$ cat src/design/scaled_bitmap_character_generator_assert.svh
// Assertion macros for the character generator.
`ifndef SCALED_BITMAP_CHARACTER_GENERATOR_ASSERT_SVH
`define SCALED_BITMAP_CHARACTER_GENERATOR_ASSERT_SVH
`ifndef NO_ASSERTIONS
`define SBCG_ASSERT_SAME(label, clk, rst, ante, cons) \
  label: assert property (@(posedge clk) disable iff (rst) (ante) |-> (cons)) \
    else $error("assertion failed");
`define SBCG_ASSERT_NEXT(label, clk, rst, ante, cons) \
  label: assert property (@(posedge clk) disable iff (rst) (ante) |=> (cons)) \
    else $error("assertion failed");
`else
`define SBCG_ASSERT_SAME(label, clk, rst, ante, cons)
`define SBCG_ASSERT_NEXT(label, clk, rst, ante, cons)
`endif
`endif

$ cat src/design/sbcg_pkg.sv
package sbcg_pkg;

  localparam int ROM_SIZE  = 31;
  localparam int ROM_ROWS  = 7;
  localparam int ROM_COLS  = 5;
  localparam int ROM_CELLS = ROM_ROWS * ROM_COLS;
  localparam int IDX_W     = $clog2(ROM_CELLS);
  localparam int COL_W     = $clog2(ROM_COLS);

  localparam int QDEPTH = 2;
  localparam int QPTR_W = (QDEPTH > 1) ? $clog2(QDEPTH) : 1;
  localparam int QCNT_W = $clog2(QDEPTH + 1);

  localparam logic [7:0] LOWER_A     = 8'h61;
  localparam logic [7:0] LOWER_Z     = 8'h7A;
  localparam logic [7:0] CASE_OFFSET = 8'h20;

  typedef logic [ROM_COLS-1:0] glyph_row_t;

  localparam logic [7:0] ROM_CODE [ROM_SIZE] = '{
    8'h41, 8'h42, 8'h43, 8'h45, 8'h46, 8'h47, 8'h4D, 8'h4F, 8'h52, 8'h53,
    8'h54, 8'h56, 8'h59, 8'h20, 8'h3A, 8'h30, 8'h31, 8'h32, 8'h33, 8'h34,
    8'h35, 8'h36, 8'h37, 8'h38, 8'h39, 8'h4C, 8'h4E, 8'h49, 8'h50, 8'h55,
    8'h51
  };

  // Leftmost column of a row is the most significant bit.
  localparam glyph_row_t ROM_BITMAP [ROM_SIZE][ROM_ROWS] = '{
    '{5'h0E, 5'h11, 5'h11, 5'h1F, 5'h11, 5'h11, 5'h00},
    '{5'h1E, 5'h11, 5'h11, 5'h1E, 5'h11, 5'h1E, 5'h00},
    '{5'h0E, 5'h11, 5'h10, 5'h10, 5'h11, 5'h0E, 5'h00},
    '{5'h1F, 5'h10, 5'h10, 5'h1E, 5'h10, 5'h1F, 5'h00},
    '{5'h1F, 5'h10, 5'h10, 5'h1E, 5'h10, 5'h10, 5'h00},
    '{5'h0E, 5'h11, 5'h10, 5'h17, 5'h11, 5'h0E, 5'h00},
    '{5'h11, 5'h1B, 5'h15, 5'h11, 5'h11, 5'h11, 5'h00},
    '{5'h0E, 5'h11, 5'h11, 5'h11, 5'h11, 5'h0E, 5'h00},
    '{5'h1E, 5'h11, 5'h11, 5'h1E, 5'h12, 5'h11, 5'h00},
    '{5'h0F, 5'h10, 5'h0E, 5'h01, 5'h01, 5'h1E, 5'h00},
    '{5'h1F, 5'h04, 5'h04, 5'h04, 5'h04, 5'h04, 5'h00},
    '{5'h11, 5'h11, 5'h11, 5'h11, 5'h0A, 5'h04, 5'h00},
    '{5'h11, 5'h11, 5'h0A, 5'h04, 5'h04, 5'h04, 5'h00},
    '{5'h00, 5'h00, 5'h00, 5'h00, 5'h00, 5'h00, 5'h00},
    '{5'h00, 5'h04, 5'h00, 5'h00, 5'h04, 5'h00, 5'h00},
    '{5'h0E, 5'h13, 5'h15, 5'h19, 5'h19, 5'h0E, 5'h00},
    '{5'h04, 5'h0C, 5'h04, 5'h04, 5'h04, 5'h1F, 5'h00},
    '{5'h0E, 5'h11, 5'h02, 5'h04, 5'h08, 5'h1F, 5'h00},
    '{5'h1E, 5'h01, 5'h0E, 5'h01, 5'h01, 5'h1E, 5'h00},
    '{5'h12, 5'h12, 5'h12, 5'h1F, 5'h02, 5'h02, 5'h00},
    '{5'h1F, 5'h10, 5'h1E, 5'h01, 5'h01, 5'h1E, 5'h00},
    '{5'h0E, 5'h10, 5'h1E, 5'h11, 5'h11, 5'h0E, 5'h00},
    '{5'h1F, 5'h01, 5'h02, 5'h04, 5'h08, 5'h08, 5'h00},
    '{5'h0E, 5'h11, 5'h0E, 5'h11, 5'h11, 5'h0E, 5'h00},
    '{5'h0E, 5'h11, 5'h11, 5'h0F, 5'h01, 5'h0E, 5'h00},
    '{5'h10, 5'h10, 5'h10, 5'h10, 5'h10, 5'h1F, 5'h00},
    '{5'h11, 5'h19, 5'h15, 5'h13, 5'h11, 5'h11, 5'h00},
    '{5'h1F, 5'h04, 5'h04, 5'h04, 5'h04, 5'h1F, 5'h00},
    '{5'h1E, 5'h11, 5'h11, 5'h1E, 5'h10, 5'h10, 5'h00},
    '{5'h11, 5'h11, 5'h11, 5'h11, 5'h11, 5'h0E, 5'h00},
    '{5'h0E, 5'h11, 5'h11, 5'h15, 5'h13, 5'h0F, 5'h00}
  };

  typedef struct packed {
    logic [ROM_CELLS-1:0] mask;
    logic [15:0]          cursor;
    logic [11:0]          oy;
    logic [3:0]           scale;
  } job_t;

  typedef struct packed {
    logic empty;
    logic full;
  } q_stat_t;

  typedef struct packed {
    logic pop;
    logic busy;
  } bk_ctl_t;

  typedef enum logic {
    BK_IDLE,
    BK_SCAN
  } bk_state_t;

endpackage

$ cat src/design/sbcg_front.sv
module sbcg_front #(
  parameter int GLYPH_ROWS = 7,
  parameter int GLYPH_COLS = 5
) (
  input  logic           clk,
  input  logic           rst,
  input  logic           push,
  output logic           full,
  input  logic [7:0]     char_code,
  input  logic           start_of_text,
  input  logic [11:0]    origin_x,
  input  logic [11:0]    origin_y,
  input  logic [3:0]     pixel_scale,
  input  sbcg_pkg::q_stat_t q_stat,
  output logic           job_push,
  output sbcg_pkg::job_t job
);
  import sbcg_pkg::*;

  localparam logic [15:0] ADVANCE = 16'(GLYPH_COLS + 1);

  logic [15:0]  cursor;
  logic [15:0]  cursor_next;
  logic [15:0]  cur;
  logic [7:0]   code_f;
  logic         accept;
  glyph_row_t   rows [ROM_ROWS];
  logic [ROM_CELLS-1:0] mask;

  assign full   = q_stat.full;
  assign accept = push && !q_stat.full;
  assign cur    = start_of_text ? {4'd0, origin_x} : cursor;
  assign code_f = (char_code >= LOWER_A && char_code <= LOWER_Z) ?
                  char_code - CASE_OFFSET : char_code;

  always_comb begin
    for (int r = 0; r < ROM_ROWS; r++) begin
      rows[r] = '0;
    end
    for (int i = 0; i < ROM_SIZE; i++) begin
      if (ROM_CODE[i] == code_f) begin
        for (int r = 0; r < ROM_ROWS; r++) begin
          rows[r] = rows[r] | ROM_BITMAP[i][r];
        end
      end
    end
    for (int r = 0; r < ROM_ROWS; r++) begin
      for (int c = 0; c < ROM_COLS; c++) begin
        mask[r * ROM_COLS + c] = (r < GLYPH_ROWS) && (c < GLYPH_COLS) &&
                                 rows[r][ROM_COLS - 1 - c];
      end
    end
  end

  assign cursor_next = cur + ADVANCE * {12'd0, pixel_scale};

  assign job_push   = accept && (mask != '0);
  assign job.mask   = mask;
  assign job.cursor = cur;
  assign job.oy     = origin_y;
  assign job.scale  = pixel_scale;

  always_ff @(posedge clk) begin
    if (rst) begin
      cursor <= '0;
    end else if (accept) begin
      cursor <= cursor_next;
    end
  end

endmodule

$ cat src/design/sbcg_queue.sv
module sbcg_queue (
  input  logic              clk,
  input  logic              rst,
  input  logic              wr,
  input  sbcg_pkg::job_t    wr_job,
  input  logic              rd,
  output sbcg_pkg::job_t    rd_job,
  output sbcg_pkg::q_stat_t stat
);
  import sbcg_pkg::*;

  job_t              entries [QDEPTH];
  logic [QPTR_W-1:0] wr_ptr;
  logic [QPTR_W-1:0] rd_ptr;
  logic [QCNT_W-1:0] count;
  logic              do_wr;
  logic              do_rd;

  assign stat.empty = (count == '0);
  assign stat.full  = (count == QCNT_W'(QDEPTH));
  assign do_wr      = wr && !stat.full;
  assign do_rd      = rd && !stat.empty;
  assign rd_job     = entries[rd_ptr];

  always_ff @(posedge clk) begin
    if (do_wr) begin
      entries[wr_ptr] <= wr_job;
    end
  end

  always_ff @(posedge clk) begin
    if (rst) begin
      wr_ptr <= '0;
      rd_ptr <= '0;
      count  <= '0;
    end else begin
      if (do_wr) begin
        wr_ptr <= (wr_ptr == QPTR_W'(QDEPTH - 1)) ? '0 : wr_ptr + 1'b1;
      end
      if (do_rd) begin
        rd_ptr <= (rd_ptr == QPTR_W'(QDEPTH - 1)) ? '0 : rd_ptr + 1'b1;
      end
      if (do_wr && !do_rd) begin
        count <= count + 1'b1;
      end else if (do_rd && !do_wr) begin
        count <= count - 1'b1;
      end
    end
  end

endmodule

$ cat src/design/sbcg_back.sv
module sbcg_back (
  input  logic              clk,
  input  logic              rst,
  input  sbcg_pkg::q_stat_t q_stat,
  input  sbcg_pkg::job_t    job,
  output sbcg_pkg::bk_ctl_t ctl,
  input  logic              pop,
  output logic              out_valid,
  output logic [15:0]       out_x,
  output logic [12:0]       out_y,
  output logic [3:0]        out_side,
  output logic              out_last
);
  import sbcg_pkg::*;

  bk_state_t            state;
  bk_state_t            state_next;
  logic [ROM_CELLS-1:0] remaining;
  logic [ROM_CELLS-1:0] cell_bit;
  logic [ROM_CELLS-1:0] rem_after;
  logic [IDX_W-1:0]     idx;
  logic [COL_W-1:0]     col;
  logic [15:0]          xacc;
  logic [15:0]          row_x;
  logic [12:0]          yacc;
  logic [3:0]           scale;
  logic                 cell_set;
  logic                 out_free;
  logic                 advance;
  logic                 scanning;

  assign cell_bit  = ROM_CELLS'(1) << idx;
  assign rem_after = remaining & ~cell_bit;
  assign cell_set  = remaining[idx];
  assign out_free  = !out_valid || pop;
  assign advance   = !cell_set || out_free;

  always_comb begin
    state_next = state;
    case (state)
      BK_IDLE: begin
        if (!q_stat.empty) begin
          state_next = BK_SCAN;
        end
      end
      BK_SCAN: begin
        if (advance && (rem_after == '0)) begin
          state_next = BK_IDLE;
        end
      end
      default: state_next = BK_IDLE;
    endcase
  end

  always_comb begin
    ctl.pop  = 1'b0;
    ctl.busy = 1'b0;
    scanning = 1'b0;
    case (state)
      BK_IDLE: ctl.pop = !q_stat.empty;
      BK_SCAN: begin
        ctl.busy = 1'b1;
        scanning = 1'b1;
      end
      default: ctl.pop = 1'b0;
    endcase
  end

  always_ff @(posedge clk) begin
    if (rst) begin
      state     <= BK_IDLE;
      out_valid <= 1'b0;
    end else begin
      state <= state_next;
      if (pop) begin
        out_valid <= 1'b0;
      end
      if (scanning && advance && cell_set) begin
        out_valid <= 1'b1;
      end
    end
  end

  always_ff @(posedge clk) begin
    if (ctl.pop) begin
      remaining <= job.mask;
      idx       <= '0;
      col       <= '0;
      xacc      <= job.cursor;
      row_x     <= job.cursor;
      yacc      <= {1'b0, job.oy};
      scale     <= job.scale;
    end else if (scanning && advance) begin
      remaining <= rem_after;
      idx       <= idx + 1'b1;
      if (cell_set) begin
        out_x    <= xacc;
        out_y    <= yacc;
        out_side <= scale;
        out_last <= (rem_after == '0);
      end
      if (col == COL_W'(ROM_COLS - 1)) begin
        col  <= '0;
        xacc <= row_x;
        yacc <= yacc + {9'd0, scale};
      end else begin
        col  <= col + 1'b1;
        xacc <= xacc + {12'd0, scale};
      end
    end
  end

endmodule

$ cat src/design/scaled_bitmap_character_generator.sv
// Scaled bitmap character generator.
// Input side: a queue write port. A word (char_code, start_of_text, origin_x,
// origin_y, pixel_scale) is taken on a clock edge with push high and full low.
// Output side: a queue read port. While empty is low the oldest square waits
// on rect_x, rect_y, rect_side and last_of_char; pop takes it.
// The front stage keeps the text cursor, folds lowercase letters, looks the
// glyph up and hands a cell mask to a two-entry job queue. Characters that
// draw nothing never enter the queue, though they still move the cursor.
// The back stage, while idle, loads a job and then scans one glyph cell per
// cycle in row-major order unless the receiver stalls, stopping after the
// last set cell; it loads the next job only once that scan is done.
// With the back stage idle, a taken character is written to the job queue,
// loaded by the back stage and scanned, and the scan passes over each clear
// cell ahead of the first set cell before its first square is registered.
// The cell scan gives at most one square a cycle while the receiver keeps up.
// A stalled receiver holds the scan on the next set cell; the front keeps
// taking words until the job queue is full.
// Reset clears the cursor to zero and empties the queue and output register.
`include "scaled_bitmap_character_generator_assert.svh"
module scaled_bitmap_character_generator #(
  parameter int GLYPH_ROWS = 7,
  parameter int GLYPH_COLS = 5
) (
  input  logic        clk,
  input  logic        rst,
  input  logic        push,
  output logic        full,
  input  logic [7:0]  char_code,
  input  logic        start_of_text,
  input  logic [11:0] origin_x,
  input  logic [11:0] origin_y,
  input  logic [3:0]  pixel_scale,
  output logic        empty,
  input  logic        pop,
  output logic [15:0] rect_x,
  output logic [12:0] rect_y,
  output logic [3:0]  rect_side,
  output logic        last_of_char
);
  import sbcg_pkg::*;

  q_stat_t q_stat;
  bk_ctl_t bk_ctl;
  job_t    wr_job;
  job_t    rd_job;
  logic    job_push;
  logic    out_valid;

  sbcg_front #(
    .GLYPH_ROWS(GLYPH_ROWS),
    .GLYPH_COLS(GLYPH_COLS)
  ) u_front (
    .clk          (clk),
    .rst          (rst),
    .push         (push),
    .full         (full),
    .char_code    (char_code),
    .start_of_text(start_of_text),
    .origin_x     (origin_x),
    .origin_y     (origin_y),
    .pixel_scale  (pixel_scale),
    .q_stat       (q_stat),
    .job_push     (job_push),
    .job          (wr_job)
  );

  sbcg_queue u_queue (
    .clk   (clk),
    .rst   (rst),
    .wr    (job_push),
    .wr_job(wr_job),
    .rd    (bk_ctl.pop),
    .rd_job(rd_job),
    .stat  (q_stat)
  );

  sbcg_back u_back (
    .clk      (clk),
    .rst      (rst),
    .q_stat   (q_stat),
    .job      (rd_job),
    .ctl      (bk_ctl),
    .pop      (pop),
    .out_valid(out_valid),
    .out_x    (rect_x),
    .out_y    (rect_y),
    .out_side (rect_side),
    .out_last (last_of_char)
  );

  assign empty = !out_valid;

  `SBCG_ASSERT_NEXT(a_job_queued, clk, rst, job_push, !q_stat.empty)
  `SBCG_ASSERT_NEXT(a_load_starts_scan, clk, rst, bk_ctl.pop, bk_ctl.busy)
  `SBCG_ASSERT_SAME(a_load_only_idle, clk, rst, bk_ctl.busy, !bk_ctl.pop)

endmodule
$ cat config.mk
export PLATFORM = sky130hd
export DESIGN_NAME = scaled_bitmap_character_generator
export DESIGN_NICKNAME = d
export VERILOG_FILES = /design/src/design/sbcg_pkg.sv /design/src/design/sbcg_front.sv /design/src/design/sbcg_queue.sv /design/src/design/sbcg_back.sv /design/src/design/scaled_bitmap_character_generator.sv
export VERILOG_INCLUDE_DIRS = /design/src /design/src/design
export SDC_FILE = /design/constraint.sdc
export NUM_CORES = 1
export LEC_CHECK = 0
export BUFFER_PORTS_ARGS = -buffer_cell sky130_fd_sc_hd__clkbuf_2
export CORE_AREA = 5 5 192 194
export CTS_CLUSTER_DIAMETER = 80
export CTS_CLUSTER_SIZE = 14
export DETAILED_ROUTE_END_ITERATION = 10
export DIE_AREA = 0 0 197 199
export SKIP_LAST_GASP = 1
export SYNTH_ARGS = -nofsm -noshare
export SYNTH_HDL_FRONTEND = slang
export SYNTH_SLANG_ARGS = --single-unit
$ cat constraint.sdc
create_clock -name clk -period 7.3 [get_ports clk]
set_clock_uncertainty 0.2 [all_clocks]
set_input_delay 1.46 -clock clk [delete_from_list [all_inputs] [get_ports clk]]
set_output_delay 1.46 -clock clk [all_outputs]
set_load 0.1 [all_outputs]
==> impl_metrics.tcl <==
set metrics [dict create \
    status "complete, no violations" \
    fin_area_sq_um 15260 \
    startpoint_type "input pin" \
    num_vias 9444 \
    finalSetupViolCount 0 \
    min_from "u_front.cursor[2]" \
    maxSlewHeadroom 0.2735 \
    drive_gt1_frac 0.1570 \
    numPortBuffers 76 \
    num_rows 69 \
    drt_wl_total_um 33340 \
    post_cts.repair.setup_buffers 0 \
    fin_crit_sh 0.7222 \
    cts_root_buffer "clkbuf_16" \
    die_area_sq_um 39200 \
    drc 0 \
    hold_depth 2 \
    yosysTopAreaCell "edfxtp_1" \
    dr.pass1.iters 5 \
    synthTopCellsByArea "edfxtp_1 53%, dfxtp_1 4.8%, mux2_2 3.6%, o21ai_0 3.2%, nand2_1 3.0%" \
    crit_path_cell_trace "clkbuf_2 > nor4_1 > o21ai_0 > nor2_2 > a22o_1 > nor4_4 > inv_1 > o21ai_1 > nor2_4 > buf_4" \
    drv_slew 0 \
    die_y_um 199 \
    dp_hpwl_um 23340 \
    slowest_delay_ps 720 \
    io_pins 77 \
    wl_per_cell_um 19.58 \
    synth_top_area_frac 0.5257 \
    num-fill-cells 3306 \
    ys_seq_elements 274 \
    synth_edf_count 241 \
    grt_max_degree 80 \
    grt_pass1_vias 9174 \
    ys.flop_type "edfxtp_1" \
    reg2reg_from "u_back.idx[0]" \
    area_growth_pct 10.84 \
    min_period_ps 5272 \
    htree_levels 1 \
    avgSynthCellArea_sq_um 11.67 \
    synth_nets 1252 \
    ant_nets 0 \
    crit_type "input pin to flip-flop" \
    finalSetupTns_ps 0 \
    antenna_found_initial 0 \
    clock_latency_ps 530 \
    hold_buffers 0 \
    min_to "u_front.cursor[2]" \
    drtIter0Drc 789 \
    synth.top_cells.by_count "241 x edfxtp_1, 111 x nand2_1, 88 x o21ai_0" \
    ys_types 83 \
    synth-seq-area-share 0.5737 \
    leakage_nw 5.335 \
    gr-total-overflow 0 \
    nNetsFinal 1298 \
    core_area_sq_um 35050 \
    start_util 0.3927 \
    cts_buffer_depth 3 \
    rr_endpoint "u_back.remaining[19]" \
    max-vdd-ir-drop_uv 187.9 \
    diodes 0 \
    cp_max_fo 31 \
    r2r_slack_ps 2850 \
    cts_buffers 23 \
    grt_usage 0.1665 \
    cts_tree "yes" \
    hp-class "flip-flop to flip-flop" \
    required_ps 7310 \
    dieWidth_um 197 \
    hold_violations 0 \
    max_freq_mhz 189.7 \
    place_congestion 0.8737 \
    path_clk_slew_ps 70 \
    placed_cells 1662 \
    syn_inst 1180 \
    syn_area_sq_um 13770 \
    powerDensity_nw_per_um2 264.5 \
    rsz0062_at_grt "no" \
    cts.repair.resized 0 \
    cpMaxStageDelayCell "nor2_4" \
    yosysMostFrequentCell "edfxtp_1" \
    critPathArrivalTime_ps 5280 \
    worst_pin_slew_ps 1086 \
    cts_sinks 274 \
    ys_warn_count 0 \
    grt_pass1_wl_um 52580 \
    crit_path_end_kind "flip-flop" \
    drv_cap 0 \
    async_reset_ff_frac 0 \
    viasPerCell 5.546 \
    final_cells 1703 \
    ff2ff_path_depth 6 \
    placed_cell_area_sq_um 14570 \
]
[power by group]
group | leakage, nW | switching, mW | internal (mW)
registers | 2.43 | 0.146 | 1.88
logic | 2.57 | 0.523 | 0.313
clock network | 0.326 | 0.539 | 0.632
total | 5.33 | 1.21 | 2.83
[kinds of logic after synthesis]
| group | Yosys count | synth area share |
|---|---|---|
| and+or+nand+nor | 358 | 0.1322 |
| AOI/OAI and AO/OA | 292 | 0.1352 |
| muxes | 86 | 0.07599 |
| adders and majority gates | 31 | 0.03036 |
| xor gates and xnor gates | 35 | 0.02227 |
| DFF | 274 | 0.5737 |
| buffers and inverters | 104 | 0.03027 |
[worst max path at each step]
stage | from | end | slack (ps) | cells past startpoint
after floorplan | char_code[5] | u_queue.entries[0][0] | 810 | 9
after global placement | char_code[2] | u_queue.entries[0][18] | 1600 | 10
after detailed placement | char_code[2] | u_queue.entries[0][17] | 1540 | 10
after CTS | char_code[2] | u_queue.entries[0][17] | 2100 | 10
after global routing | char_code[2] | u_queue.entries[0][0] | 1700 | 10
final | char_code[2] | u_queue.entries[0][3] | 2030 | 10
[metrics by stage]
stage / util / setup slack (ps) / hold slack (ps) / power, mW
detailed placement: 0.4158 / 1537 / 246.3 / 2.899
global route: 0.4353 / 1698 / 274.8 / 4.244
CTS: 0.4353 / 2103 / 259.1 / 4.070
floorplan: - / 812.0 / 228.8 / 2.671
finish: 0.4353 / 2028 / 255.7 / 4.036
global placement: 0.4158 / 1605 / 236.5 / 2.886
[placed cells by master (no fill, tap or decap), drive strengths merged, types with 16 or more instances in the layout]
cell type	instances
a211oi	25
a21oi	81
clkbuf	115
dfxtp	33
edfxtp	241
ha	27
inv	37
mux2	45
mux2i	31
nand2	111
nand3	27
nand4	16
nor2	78
nor2b	34
nor3	16
o21ai	90
xnor2	16
xor2	19
[per-layer routing]
metal	GRT usage	vias to the layer above	wire (um)
met3	0.01677	37	1544
li1	-	4548	-
met2	0.2564	292	14960
met5	0	-	0
met1	0.2583	4567	16310
met4	0.03133	0	527
[layout make-up]
cell class              instances  area [sq um]  area share
multi-input cells             802          5485      0.3595
flip-flops and latches        274          7901      0.5178
inverters                      37         138.9    0.009102
well taps                     461         576.8     0.03780
clock buffers                  39         635.6     0.04166
clock inverters                 2         50.05    0.003280
repair buffers                 88         470.5     0.03083
[registers in the layout, indices dropped and copies added (netlist names), named ones only]
register / count
u_back.row_x: 16
u_queue.rd_ptr: 1
u_queue.wr_ptr: 1
u_back.remaining: 35
u_queue.entries: 124
u_back.yacc: 13
u_back.out_last: 1
u_back.state: 1
u_back.out_x: 16
u_back.xacc: 16
u_back.out_side: 4
u_back.scale: 4
u_back.col: 3
u_queue.count: 2
u_back.idx: 6
u_back.out_y: 13
u_front.cursor: 16
u_back.out_valid: 1
[worst max-delay path, delay by kind of cell]
kind            cells  cell delay (ps)
simple gates        4             2030
compound gates      3              850
buf+inv             3              930
Note: power is estimated with default switching activity, not from simulation.
